## src/hrit_pkg.sv

```systemverilog
package hrit_pkg;

    localparam int unsigned TDATA_IN_W  = 8;
    localparam int unsigned TDATA_OUT_W = 56;
    localparam int unsigned TUSER_OUT_W = 3;

    localparam logic [1:0] SIZE_CODE_4   = 2'd3;
    localparam logic [1:0] TYPE_RESERVED = 2'd3;
    localparam logic [3:0] TAG_LONG      = 4'hf;
    localparam logic [7:0] LEN_FOUR      = 8'd4;

    typedef enum logic [2:0] {
        PH_HEADER,
        PH_SHORT_DATA,
        PH_LONG_LEN,
        PH_LONG_TAG,
        PH_LONG_SKIP
    } phase_t;

    typedef enum logic [1:0] {
        ST_OK       = 2'd0,
        ST_RESERVED = 2'd1,
        ST_TRUNC    = 2'd2
    } status_t;

    typedef struct packed {
        logic [1:0]  item_type;
        logic [7:0]  item_tag;
        logic [7:0]  data_length;
        logic [31:0] item_value;
        logic        is_long_item;
        status_t     status;
        logic        end_of_descriptor;
    } result_t;

endpackage

```

## src/hrit_parse.sv

```systemverilog
module hrit_parse (
    input  logic            clk,
    input  logic            rst_n,
    input  logic            step,
    input  logic [7:0]      data_byte,
    input  logic            last_byte,
    output logic            res_valid,
    output hrit_pkg::result_t res
);
    import hrit_pkg::*;

    phase_t      phase_reg, phase_next;
    logic [7:0]  bytes_left_reg, bytes_left_next;
    logic [31:0] value_accum_reg, value_accum_next;
    logic [1:0]  held_type_reg, held_type_next;
    logic [7:0]  held_tag_reg, held_tag_next;
    logic [7:0]  held_length_reg, held_length_next;
    logic [1:0]  byte_position_reg, byte_position_next;
    logic        error_reg, error_next;

    logic [1:0]  hdr_code;
    logic [1:0]  hdr_type;
    logic [3:0]  hdr_tag;
    logic [7:0]  short_len;
    logic [7:0]  bytes_left_dec;
    logic [31:0] accum_new;

    assign hdr_code       = data_byte[1:0];
    assign hdr_type       = data_byte[3:2];
    assign hdr_tag        = data_byte[7:4];
    assign short_len      = (hdr_code == SIZE_CODE_4) ? LEN_FOUR : {6'd0, hdr_code};
    assign bytes_left_dec = bytes_left_reg - 8'd1;
    assign accum_new      = value_accum_reg
                          | ({24'd0, data_byte} << {byte_position_reg, 3'b000});

    // next phase
    always_comb
    begin
        phase_next = phase_reg;
        if (step && !error_reg)
        begin
            unique case (phase_reg)
                PH_HEADER:
                begin
                    if (hdr_tag == TAG_LONG)
                        phase_next = PH_LONG_LEN;
                    else if (hdr_type != TYPE_RESERVED && short_len != 8'd0)
                        phase_next = PH_SHORT_DATA;
                end
                PH_SHORT_DATA:
                begin
                    if (bytes_left_dec == 8'd0)
                        phase_next = PH_HEADER;
                end
                PH_LONG_LEN:
                    phase_next = PH_LONG_TAG;
                PH_LONG_TAG:
                begin
                    if (held_length_reg == 8'd0)
                        phase_next = PH_HEADER;
                    else
                        phase_next = PH_LONG_SKIP;
                end
                PH_LONG_SKIP:
                begin
                    if (bytes_left_dec == 8'd0)
                        phase_next = PH_HEADER;
                end
                default:
                    phase_next = PH_HEADER;
            endcase
        end
        if (step && last_byte)
            phase_next = PH_HEADER;
    end

    // results and held fields
    always_comb
    begin
        bytes_left_next    = bytes_left_reg;
        value_accum_next   = value_accum_reg;
        held_type_next     = held_type_reg;
        held_tag_next      = held_tag_reg;
        held_length_next   = held_length_reg;
        byte_position_next = byte_position_reg;
        error_next         = error_reg;
        res_valid          = 1'b0;
        res                = '0;
        res.end_of_descriptor = last_byte;
        if (step && !error_reg)
        begin
            unique case (phase_reg)
                PH_HEADER:
                begin
                    held_type_next = hdr_type;
                    held_tag_next  = {4'd0, hdr_tag};
                    res.item_type  = hdr_type;
                    res.item_tag   = {4'd0, hdr_tag};
                    if (hdr_tag == TAG_LONG)
                    begin
                        held_length_next = 8'd0;
                        res.is_long_item = 1'b1;
                        res.status       = ST_TRUNC;
                        res_valid        = last_byte;
                    end
                    else
                    begin
                        held_length_next = short_len;
                        res.data_length  = short_len;
                        if (hdr_type == TYPE_RESERVED)
                        begin
                            res.status = ST_RESERVED;
                            res_valid  = 1'b1;
                            error_next = 1'b1;
                        end
                        else if (short_len == 8'd0)
                        begin
                            res_valid = 1'b1;
                        end
                        else if (last_byte)
                        begin
                            res.status = ST_TRUNC;
                            res_valid  = 1'b1;
                        end
                        else
                        begin
                            bytes_left_next    = short_len;
                            value_accum_next   = '0;
                            byte_position_next = 2'd0;
                        end
                    end
                end
                PH_SHORT_DATA:
                begin
                    value_accum_next   = accum_new;
                    byte_position_next = byte_position_reg + 2'd1;
                    bytes_left_next    = bytes_left_dec;
                    res.item_type      = held_type_reg;
                    res.item_tag       = held_tag_reg;
                    res.data_length    = held_length_reg;
                    if (bytes_left_dec == 8'd0)
                    begin
                        res.item_value = accum_new;
                        res_valid      = 1'b1;
                    end
                    else if (last_byte)
                    begin
                        res.status = ST_TRUNC;
                        res_valid  = 1'b1;
                    end
                end
                PH_LONG_LEN:
                begin
                    held_length_next = data_byte;
                    res.item_type    = held_type_reg;
                    res.item_tag     = held_tag_reg;
                    res.data_length  = data_byte;
                    res.is_long_item = 1'b1;
                    res.status       = ST_TRUNC;
                    res_valid        = last_byte;
                end
                PH_LONG_TAG:
                begin
                    held_tag_next    = data_byte;
                    res.item_type    = held_type_reg;
                    res.item_tag     = data_byte;
                    res.data_length  = held_length_reg;
                    res.is_long_item = 1'b1;
                    if (held_length_reg == 8'd0)
                    begin
                        res_valid = 1'b1;
                    end
                    else if (last_byte)
                    begin
                        res.status = ST_TRUNC;
                        res_valid  = 1'b1;
                    end
                    else
                    begin
                        bytes_left_next = held_length_reg;
                    end
                end
                PH_LONG_SKIP:
                begin
                    bytes_left_next  = bytes_left_dec;
                    res.item_type    = held_type_reg;
                    res.item_tag     = held_tag_reg;
                    res.data_length  = held_length_reg;
                    res.is_long_item = 1'b1;
                    if (bytes_left_dec == 8'd0)
                    begin
                        res_valid = 1'b1;
                    end
                    else if (last_byte)
                    begin
                        res.status = ST_TRUNC;
                        res_valid  = 1'b1;
                    end
                end
                default:
                begin
                    res_valid = 1'b0;
                end
            endcase
        end
        // last byte always returns the parser to its reset state
        if (step && last_byte)
        begin
            bytes_left_next    = '0;
            value_accum_next   = '0;
            held_type_next     = '0;
            held_tag_next      = '0;
            held_length_next   = '0;
            byte_position_next = '0;
            error_next         = 1'b0;
        end
    end

    always_ff @(posedge clk or negedge rst_n)
    begin
        if (!rst_n)
        begin
            phase_reg         <= PH_HEADER;
            bytes_left_reg    <= '0;
            value_accum_reg   <= '0;
            held_type_reg     <= '0;
            held_tag_reg      <= '0;
            held_length_reg   <= '0;
            byte_position_reg <= '0;
            error_reg         <= 1'b0;
        end
        else
        begin
            phase_reg         <= phase_next;
            bytes_left_reg    <= bytes_left_next;
            value_accum_reg   <= value_accum_next;
            held_type_reg     <= held_type_next;
            held_tag_reg      <= held_tag_next;
            held_length_reg   <= held_length_next;
            byte_position_reg <= byte_position_next;
            error_reg         <= error_next;
        end
    end

endmodule

```

## src/hrit_out_reg.sv

```systemverilog
module hrit_out_reg (
    input  logic                                 clk,
    input  logic                                 rst_n,
    input  logic                                 advance,
    input  logic                                 load,
    input  hrit_pkg::result_t                    res,
    output logic                                 m_tvalid,
    output logic [hrit_pkg::TDATA_OUT_W-1:0]     m_tdata,
    output logic [hrit_pkg::TUSER_OUT_W-1:0]     m_tuser,
    output logic                                 m_tlast
);
    import hrit_pkg::*;

    logic    valid_reg;
    result_t res_reg;

    always_ff @(posedge clk or negedge rst_n)
    begin
        if (!rst_n)
            valid_reg <= 1'b0;
        else if (advance)
            valid_reg <= load;
    end

    always_ff @(posedge clk)
    begin
        if (advance && load)
            res_reg <= res;
    end

    assign m_tvalid = valid_reg;
    assign m_tdata  = {6'd0, res_reg.item_value, res_reg.data_length,
                       res_reg.item_tag, res_reg.item_type};
    assign m_tuser  = {res_reg.status, res_reg.is_long_item};
    assign m_tlast  = res_reg.end_of_descriptor;

endmodule

```

## src/hid_report_item_tokenizer_unit.sv

```systemverilog
// HID report descriptor item tokenizer.
// Input stream: one descriptor byte per transfer on s_tdata, s_tlast on the
// final byte of a descriptor. Output stream: one transfer per finished item
// (type, tag, length, little-endian value on m_tdata; long flag and status
// on m_tuser; m_tlast set when the item ended on the descriptor's last byte).
// Long items report value 0 and their tag byte; reserved short types report
// status 1 and the parser then drops bytes up to the last one. A descriptor
// that ends inside an item reports status 2.
// A byte is registered on input, parsed combinationally from the input
// register, and its result is registered in the register that drives m_tvalid.
// Throughput: one byte per cycle while m_tready does not stall; the parse
// step is a single combinational state update between the input register and
// the result register. Reset clears the valid flags of both registers and
// puts the parser back to header phase. When the receiver holds m_tready
// low with a result pending, the parse stage stops and s_tready drops once
// the input register is full; no byte or result is lost.
module hid_report_item_tokenizer_unit (
    input  logic                                 clk,
    input  logic                                 rst_n,
    input  logic                                 s_tvalid,
    output logic                                 s_tready,
    input  logic [hrit_pkg::TDATA_IN_W-1:0]      s_tdata,  // [7:0] data_byte
    input  logic                                 s_tlast,  // last_byte
    output logic                                 m_tvalid,
    input  logic                                 m_tready,
    // [1:0] item_type, [9:2] item_tag, [17:10] data_length,
    // [49:18] item_value, [55:50] zero
    output logic [hrit_pkg::TDATA_OUT_W-1:0]     m_tdata,
    // [0] is_long_item, [2:1] status
    output logic [hrit_pkg::TUSER_OUT_W-1:0]     m_tuser,
    output logic                                 m_tlast   // end_of_descriptor
);
    import hrit_pkg::*;

    logic       in_valid_reg;
    logic [7:0] in_byte_reg;
    logic       in_last_reg;
    logic       advance;
    logic       step;
    logic       res_valid;
    result_t    res;

    assign advance  = !m_tvalid || m_tready;
    assign step     = in_valid_reg && advance;
    assign s_tready = !in_valid_reg || advance;

    always_ff @(posedge clk or negedge rst_n)
    begin
        if (!rst_n)
            in_valid_reg <= 1'b0;
        else if (s_tready)
            in_valid_reg <= s_tvalid;
    end

    always_ff @(posedge clk)
    begin
        if (s_tready && s_tvalid)
        begin
            in_byte_reg <= s_tdata;
            in_last_reg <= s_tlast;
        end
    end

    hrit_parse u_parse (
        .clk       (clk),
        .rst_n     (rst_n),
        .step      (step),
        .data_byte (in_byte_reg),
        .last_byte (in_last_reg),
        .res_valid (res_valid),
        .res       (res)
    );

    hrit_out_reg u_out (
        .clk      (clk),
        .rst_n    (rst_n),
        .advance  (advance),
        .load     (step && res_valid),
        .res      (res),
        .m_tvalid (m_tvalid),
        .m_tdata  (m_tdata),
        .m_tuser  (m_tuser),
        .m_tlast  (m_tlast)
    );

    a_trunc_at_end: assert property (@(posedge clk) disable iff (!rst_n)
        (m_tvalid && m_tuser[2:1] == ST_TRUNC) |-> m_tlast)
        else $error("truncated item not at end of descriptor");

    a_error_value_zero: assert property (@(posedge clk) disable iff (!rst_n)
        (m_tvalid && m_tuser[2:1] != ST_OK) |-> (m_tdata[49:18] == 32'd0))
        else $error("error result with nonzero value");

    a_reserved_short: assert property (@(posedge clk) disable iff (!rst_n)
        (m_tvalid && m_tuser[2:1] == ST_RESERVED)
            |-> (!m_tuser[0] && m_tdata[1:0] == TYPE_RESERVED))
        else $error("reserved status on long item or non-reserved type");

    a_long_value_zero: assert property (@(posedge clk) disable iff (!rst_n)
        (m_tvalid && m_tuser[0]) |-> (m_tdata[49:18] == 32'd0))
        else $error("long item with nonzero value");

    a_ready_when_empty: assert property (@(posedge clk) disable iff (!rst_n)
        !m_tvalid |-> s_tready)
        else $error("input stalled with empty result register");

endmodule
```

## config.mk

```make
export PLATFORM = sky130hd
export DESIGN_NAME = hid_report_item_tokenizer_unit
export DESIGN_NICKNAME = d
export VERILOG_FILES = /design/src/hrit_pkg.sv /design/src/hrit_parse.sv /design/src/hrit_out_reg.sv /design/src/hid_report_item_tokenizer_unit.sv
export SDC_FILE = /design/constraint.sdc
export NUM_CORES = 1
export LEC_CHECK = 0
export BUFFER_PORTS_ARGS = -buffer_cell sky130_fd_sc_hd__buf_4
export CAP_MARGIN = 20
export CORE_ASPECT_RATIO = 1.4
export CORE_MARGIN = 2
export CORE_UTILIZATION = 58
export CTS_CLUSTER_SIZE = 40
export DETAILED_ROUTE_END_ITERATION = 7
export PLACE_DENSITY = 0.79
export SETUP_SLACK_MARGIN = 0.2
export SLEW_MARGIN = 20
export SYNTH_ARGS = -nofsm -noshare
export SYNTH_HDL_FRONTEND = slang
export SYNTH_SLANG_ARGS = --single-unit
export TNS_END_PERCENT = 20
```

## constraint.sdc

```tcl
create_clock -name clk -period 5.4 [get_ports clk]
set_clock_uncertainty 0.05 [all_clocks]
set_input_delay 1.08 -clock clk [delete_from_list [all_inputs] [get_ports clk]]
set_output_delay 1.08 -clock clk [all_outputs]
set_load 0.03 [all_outputs]
```

==> key figures, run 1 <==
Drt
  • Final wirelength: about 15000 microns
  • WL/cell: 18.5 microns
  • DR top layer: met4
  • Via count: 5155
  • Via density: 6.29
  • Detail Route Antenna Nets: 0
  • DRC errors left: 0
  • Drt initial violations: approximately 700
  • Initial DRT Pass Iterations: 6
  • Met2 routed WL: 7730 microns
  • Met3 WL: 1030 microns
  • Met1 WL: around 5800 microns

Yosys
  • Ys flop type: dfrtp_1
  • Post-synth ARST share: 0.512
  • Synth Cell Area: 6370 sq um
  • Synth Register Bits: 129
  • Avg Inst Size Synth: 10.1 sq um
  • Cell variety after synth: 64
  • EDFF count, synth: 63
  • Post-synthesis sequential area ratio: 0.556
  • Post-Synthesis Cells: about 630
  • Syn. warnings: 0

Floorplan
  • Core Area: 10800 sq um
  • Die W: 92.6 microns
  • Die height: 128 microns
  • Row count: 45
  • Initial core utilization: 0.592
  • I/O pin cnt: between 70 and 80
  • Die Area: 11800 sq um

Cells and area
  • Most common cell after layout, fill and taps aside: nor2_1
  • Nets: 681
  • Antenna diode count: 0
  • Commonest cells after routing, fill and taps aside: 100 x nor2_1, 95 x a21oi_1, 74 x buf_4, 66 x dfrtp_1, 63 x edfxtp_1
  • Max reg flops: 50
  • Fraction of layout cells with a size suffix above 1: 0.200
  • Area Growth Syn to Fin: 17.3%
  • Finished Core Util: 0.695

Timing
  • Final Cycle Share: 0.631
  • Period minus WS final: 3.41 ns
  • Hold Fails Final Rpt: 0
  • Worst-Margin Slew: 1.11 ns
  • Setup violations, final: 0
  • Final-report max-slew violation count: 0
  • Max_slew headroom: 0.259
  • Fmax: 0.293 GHz
  • Setup repair after global routing missed its margin: false
  • Setup tns final: 0 ns

Clocking
  • CTS max path bufs: 2
  • Clk_lat worst skew: 0.42 ns
  • CTS H-tree lvls: 4
  • Clock sinks: 129
  • Setup bufs post-CTS: 0
  • Hold_buf cts: 0
  • PostCTS Resize Cnt: 0
  • Clock root cell: clkbuf_16
  • Clock-pin slew of the registers on the worst-case setup and hold paths: around 0.060 ns
  • CTS tree: done
  • CTS Buf Count: 17

Outcome
  • Status: finished clean

Run
  • Max-cap violations: 0

Worst setup path
  • Reg-to-Reg Start: u_parse.phase_reg[2]
  • End of the worst register-to-register path: u_out.m_tdata[42]
  • Reg2Reg Setup Slack: 1.99 ns
  • Critical path data required time: between 5 and 6 ns
  • CP max FO: 32
  • Reg2reg path depth: 5
  • Ordered list of cells on the worst path: nand2b_1 > o21ai_0 > a2bb2oi_1 > nor2_4 > buf_4
  • Critical Path Slowest Stage Cell: dfrtp_1
  • Delay of the slowest critical-path stage: 1.03 ns
  • CP Class: flip-flop to flip-flop
  • Critical Path End Type: flip-flop
  • CP startpoint kind: flip-flop
  • WP data arrival: ~3.5 ns
  • Beginning of the critical path: u_parse.phase_reg[2]

Pwr
  • Leak pwr: 2.97 nW
  • Power Density: 609 nW/um^2
  • Peak VDD IR: 0.337 mV

Placement
  • GPL Wtd Cong: 0.865
  • Port bufs: 68
  • Post-DP HPWL: 9630 microns

Min path
  • Hold depth: 2
  • Tightest Hold Check Type: flip-flop to flip-flop
  • Worst Hold End: u_parse.value_accum_reg[28]
  • Hold_sp: u_parse.value_accum_reg[28]

GRT
  • First-pass GRT wire length: around 24000 microns
  • GRT Residual Overflow: 0
  • Antenna violations before repair: 0
  • Largest net degree at the start of global routing: 67
  • Vias in the first global route: 4760
  • GRT Total Usage: 0.267
==> per-layer routing <==
layer	GRT usage	vias up
met5	0	-
met4	0.129	0
met3	0.0535	42
met2	0.442	261
met1	0.335	2491
li1	-	2361
==> stage by stage <==
stage / hold WS, ns / instance area [sq um] / cells / setup WS (ns) / power (mW)
after global routing: 0.488 / 7470 / 820 / 1.78 / 4.79
after global placement: 0.428 / 6820 / 788 / 2.00 / 3.24
after detailed placement: 0.438 / 6820 / 788 / 1.92 / 3.29
final: 0.457 / 7470 / 820 / 1.99 / 4.55
after CTS: 0.463 / 7470 / 820 / 2.01 / 4.55
after floorplan: 0.371 / 6390 / 633 / 0.539 / 2.82
==> cells in the mapped netlist, drive strengths merged, types with 5 or more instances <==
library cell | count | share of area
a211oi | 10 | 0.012
a21oi | 97 | 0.077
a22o | 6 | 0.0083
a22oi | 7 | 0.0083
a31oi | 36 | 0.036
buf | 28 | 0.030
clkbuf | 32 | 0.019
dfrtp | 66 | 0.26
edfxtp | 63 | 0.30
inv | 5 | 0.0029
mux2 | 11 | 0.019
mux2i | 10 | 0.016
nand2 | 39 | 0.023
nand2b | 9 | 0.0088
nand3 | 7 | 0.0063
nand3b | 5 | 0.0059
nor2 | 105 | 0.063
nor2b | 9 | 0.0088
nor4 | 5 | 0.0049
o21ai | 18 | 0.014
o31ai | 10 | 0.014
==> kinds of logic (layout without fill, tap and decap cells) <==
| group | Yosys count | count (layout) | share of synthesized area |
|---|---|---|---|
| AND/OR/NAND/NOR | 201 | 201 | 0.146 |
| buffers and inverters | 65 | 111 | 0.0523 |
| other | 1 | 6 | 0.000589 |
| adder cells (fa/ha/maj) | 2 | 2 | 0.00393 |
| AO/OA/AOI/OAI | 206 | 206 | 0.201 |
| XOR/XNOR | 3 | 3 | 0.00413 |
| multiplexers | 21 | 21 | 0.0352 |
| flip-flops | 129 | 129 | 0.556 |
==> power breakdown <==
part           leakage (nW)  switching, mW  internal [mW]
combinational          1.15           1.12          0.584
clock                 0.316          0.425          0.829
sequential             1.50          0.217           1.37
total                  2.97           1.77           2.79
==> critical path, delay by kind of cell, from the launching register on <==
kind            cells  cell delay, ns
compound gates      2            0.95
buf+inv             1            0.38
simple gates        2            0.65
flops               1            1.03
==> worst max-delay path by stage <==
stage,depth (start not counted),end
2_1_floorplan,7,u_out.m_tdata[0]
3_3_place_gp,7,u_out.m_tdata[30]
3_5_place_dp,7,u_out.m_tdata[34]
4_1_cts,5,u_out.m_tdata[42]
5_1_grt,5,u_out.m_tdata[42]
6_report,5,u_out.m_tdata[42]
==> final cells by class <==
type / count / area [sq um]
multi-input cells: 439 / 2520
clock buffers: 18 / 439
clock inverters: 14 / 211
fillers: 781 / 3280
repair buffers: 74 / 556
inverters: 5 / 18.8
flip-flops and latches: 129 / 3540
well taps: 141 / 176
No activity file was read; power rests on OpenSTA's default activity.
==> run 2: changes to the inputs <==
Settings changed: CORE_UTILIZATION 58 to 53, PLACE_DENSITY 0.79 to 0.76.
Clock period 5.4 ns to 2.95 ns, I/O delays scaled along.
==> run 2 against run 1 <==
Wire length up 6.5%; die area up 9.1%; count of clock-buffer cells in the layout up 2; via count up 2.4%; register-to-register slack worse by 1.7 ns; flip-flop and latch count unchanged; global-route usage down 1.7 points; final cell count up 5.2%; largest cell class unchanged; highest routed layer unchanged.
==> key figures, run 2 (synthesis gave the netlist of run 1 again) <==
Outcome
  • Status: finished clean (unchanged)

Floorplan
  • Row count: 47 (was 45)
  • Die height: 134 microns (was 128 microns)
  • Core Area: 11800 sq um (was 10800 sq um)
  • Die W: 96.6 microns (was 92.6 microns)
  • Initial core utilization: 0.541 (was 0.592)
  • Die Area: 12900 sq um (was 11800 sq um)
  • I/O pin cnt: 75 (unchanged)

Worst setup path
  • WP data arrival: 2.63 ns (was 3.45 ns)
  • Critical path data required time: 2.95 ns (was 5.45 ns)
  • CP startpoint kind: flip-flop (unchanged)
  • CP Class: flip-flop to flip-flop (unchanged)
  • Delay of the slowest critical-path stage: 0.43 ns (was 1.03 ns)
  • Ordered list of cells on the worst path: inv_1 > ha_1 > or3b_4 > o31a_1 > o31ai_2 > a21oi_2 > nor2_2 (was nand2b_1 > o21ai_0 > a2bb2oi_1 > nor2_4 > buf_4)
  • Largest delay share family, worst path: simple AND/OR/NAND/NOR gates (was flip-flops)
  • Crit path buf inv count: 1 (unchanged)
  • CP max FO: 11 (was 32)
  • Critical Path End Type: flip-flop (unchanged)
  • Critical Path Slowest Stage Cell: nor2_2 (was dfrtp_1)

Timing
  • Max_slew headroom: 0.304 (was 0.259)
  • Period minus WS final: 2.63 ns (was 3.41 ns)
  • Post-Route Hold Slack: 0.238 ns (was 0.457 ns)
  • Final Cycle Share: 0.891 (was 0.631)
  • Final-report max-slew violation count: 0 (unchanged)
  • Setup violations, final: 0 (unchanged)
  • Fmax: 0.381 GHz (was 0.293 GHz)
  • Final worst slack: 0.323 ns (was 1.99 ns)
  • Setup repair after global routing missed its margin: false (unchanged)
  • Worst-Margin Slew: 1.04 ns (was 1.11 ns)
  • Hold Fails Final Rpt: 0 (unchanged)

Cells and area
  • Sequential Area: 3540 sq um (unchanged)
  • Fraction of layout cells with a size suffix above 1: 0.243 (was 0.200)
  • Max reg flops: 50 (unchanged)
  • Antenna diode count: 0 (unchanged)
  • Most common cell after layout, fill and taps aside: buf_4 (was nor2_1)
  • Commonest cells after routing, fill and taps aside: 108 x buf_4, 101 x nor2_1, 94 x a21oi_1, 66 x dfrtp_1, 63 x edfxtp_1 (was 100 x nor2_1, 95 x a21oi_1, 74 x buf_4, 66 x dfrtp_1, 63 x edfxtp_1)
  • Area of the multi-input gates: 2550 sq um (was 2520 sq um)
  • Fillers: 930 (was 781)
  • Design Area, Final: 7720 sq um (was 7470 sq um)
  • Area Growth Syn to Fin: 21.2% (was 17.3%)
  • Nets: 718 (was 681)
  • Final cell count without fillers: 863 (was 820)

Drt
  • Via density: 6.12 (was 6.29)
  • WL/cell: 18.7 microns (was 18.5 microns)
  • DRC errors left: 0 (unchanged)
  • Initial DRT Pass Iterations: 5 (was 6)
  • Detail Route Antenna Nets: 0 (unchanged)
  • Via count: 5278 (was 5155)
  • Final wirelength: 16100 microns (was 15100 microns)
  • Drt initial violations: 559 (was 687)

Clocking
  • Hold_buf cts: 0 (unchanged)
  • Clock-pin slew of the registers on the worst-case setup and hold paths: 0.06 ns (about the same)
  • Clock sinks: 129 (unchanged)
  • CTS Buf Count: 17 (unchanged)
  • CTS H-tree lvls: 4 (unchanged)
  • Clk_lat worst skew: 0.42 ns (about the same)
  • Clock root cell: clkbuf_16 (unchanged)
  • CTS tree: done (unchanged)
  • CTS max path bufs: 2 (unchanged)

Placement
  • Port bufs: 68 (unchanged)
  • DP Cell Count: 829 (was 788)
  • GPL Wtd Cong: 0.881 (was 0.865)
  • Place WS: 0.0381 ns (was 1.92 ns)
  • Post-DP HPWL: 10700 microns (was 9630 microns)
  • Post-DP Area: 7120 sq um (was 6820 sq um)

Min path
  • Tightest Hold Check Type: input port to asynchronous set/reset pin (was flip-flop to flip-flop)

Pwr
  • Power Density: 1080 nW/um^2 (was 609 nW/um^2)
  • Leak pwr: 3.11 nW (was 2.97 nW)
  • Final total power: 8.30 mW (was 4.55 mW)
  • Peak VDD IR: 0.671 mV (was 0.337 mV)

GRT
  • GRT Total Usage: 0.250 (was 0.267)
  • Antenna violations before repair: 0 (unchanged)
  • First-pass GRT wire length: 25500 microns (was 24400 microns)
  • Largest net degree at the start of global routing: 67 (unchanged)
  • GRT Residual Overflow: 0 (unchanged)
  • Vias in the first global route: 5106 (was 4760)

Run
  • Max-cap violations: 0 (unchanged)
run 2: cell count changes in the layout (fill, tap and decap cells not counted), moves of 2 or more:
| cell | previous run | this run |
|---|---|---|
| clkinvlp_4 | 2 | 4 |
| buf_12 | 0 | 2 |
| bufinv_16 | 5 | 1 |
| buf_4 | 74 | 108 |
run 2: report_power, final:
part	total (mW)	switching (mW)	internal, mW	leakage (nW)
Combinational	3.46	2.19	1.27	1.35
Clock	1.98	0.780	1.20	0.268
Sequential	2.85	0.346	2.51	1.50
Total	8.30	3.31	4.98	3.11
run 2: repair_timing:
item / CTS / global route
gates resized for setup: 1 / 1
pin swaps: 1 / 0
endpoints found under the setup margin: 33 / 33
gates cloned: 1 / 0
endpoints found under the hold margin: 0 / 0
setup buffers: 1 / 0
run 2: final cells by class:
type | count | share of cell area
multi-input combinational | 440 | 0.331
clock inverter | 12 | 0.0143
inverter | 5 | 0.00243
clock buffer | 20 | 0.0592
tap | 147 | 0.0238
sequential | 129 | 0.459
timing repair buffer | 110 | 0.110
run 2: worst paths after layout:
path | to | slack [ns] | cells after the start | startpoint
min | u_parse.bytes_left_reg[3] | 0.24 | 1 | rst_n
max reg2reg | u_out.m_tdata[1] | 0.32 | 7 | u_parse.bytes_left_reg[0]
max in group asynchronous | u_parse.value_accum_reg[25] | 2.04 | 1 | rst_n
max | u_out.m_tdata[1] | 0.32 | 7 | u_parse.bytes_left_reg[0]
min in group clk | in_byte_reg[5] | 0.30 | 1 | s_tdata[5]
min reg2reg | u_parse.value_accum_reg[31] | 0.45 | 2 | u_parse.value_accum_reg[31]
run 2: through the flow:
step | utilization | TNS [ns]
floorplan | - | -3.63
global placement | 0.605 | 0
detailed placement | 0.605 | 0
CTS | 0.655 | 0
global route | 0.656 | 0
finish | 0.656 | 0
run 2: routing by layer:
metal / part of all wire / vias to the layer above / global-route usage
met5: 0 / - / 0
met4: 0.035 / 0 / 0.137
met3: 0.065 / 39 / 0.0546
met2: 0.53 / 241 / 0.434
met1: 0.37 / 2566 / 0.288
li1: - / 2432 / -
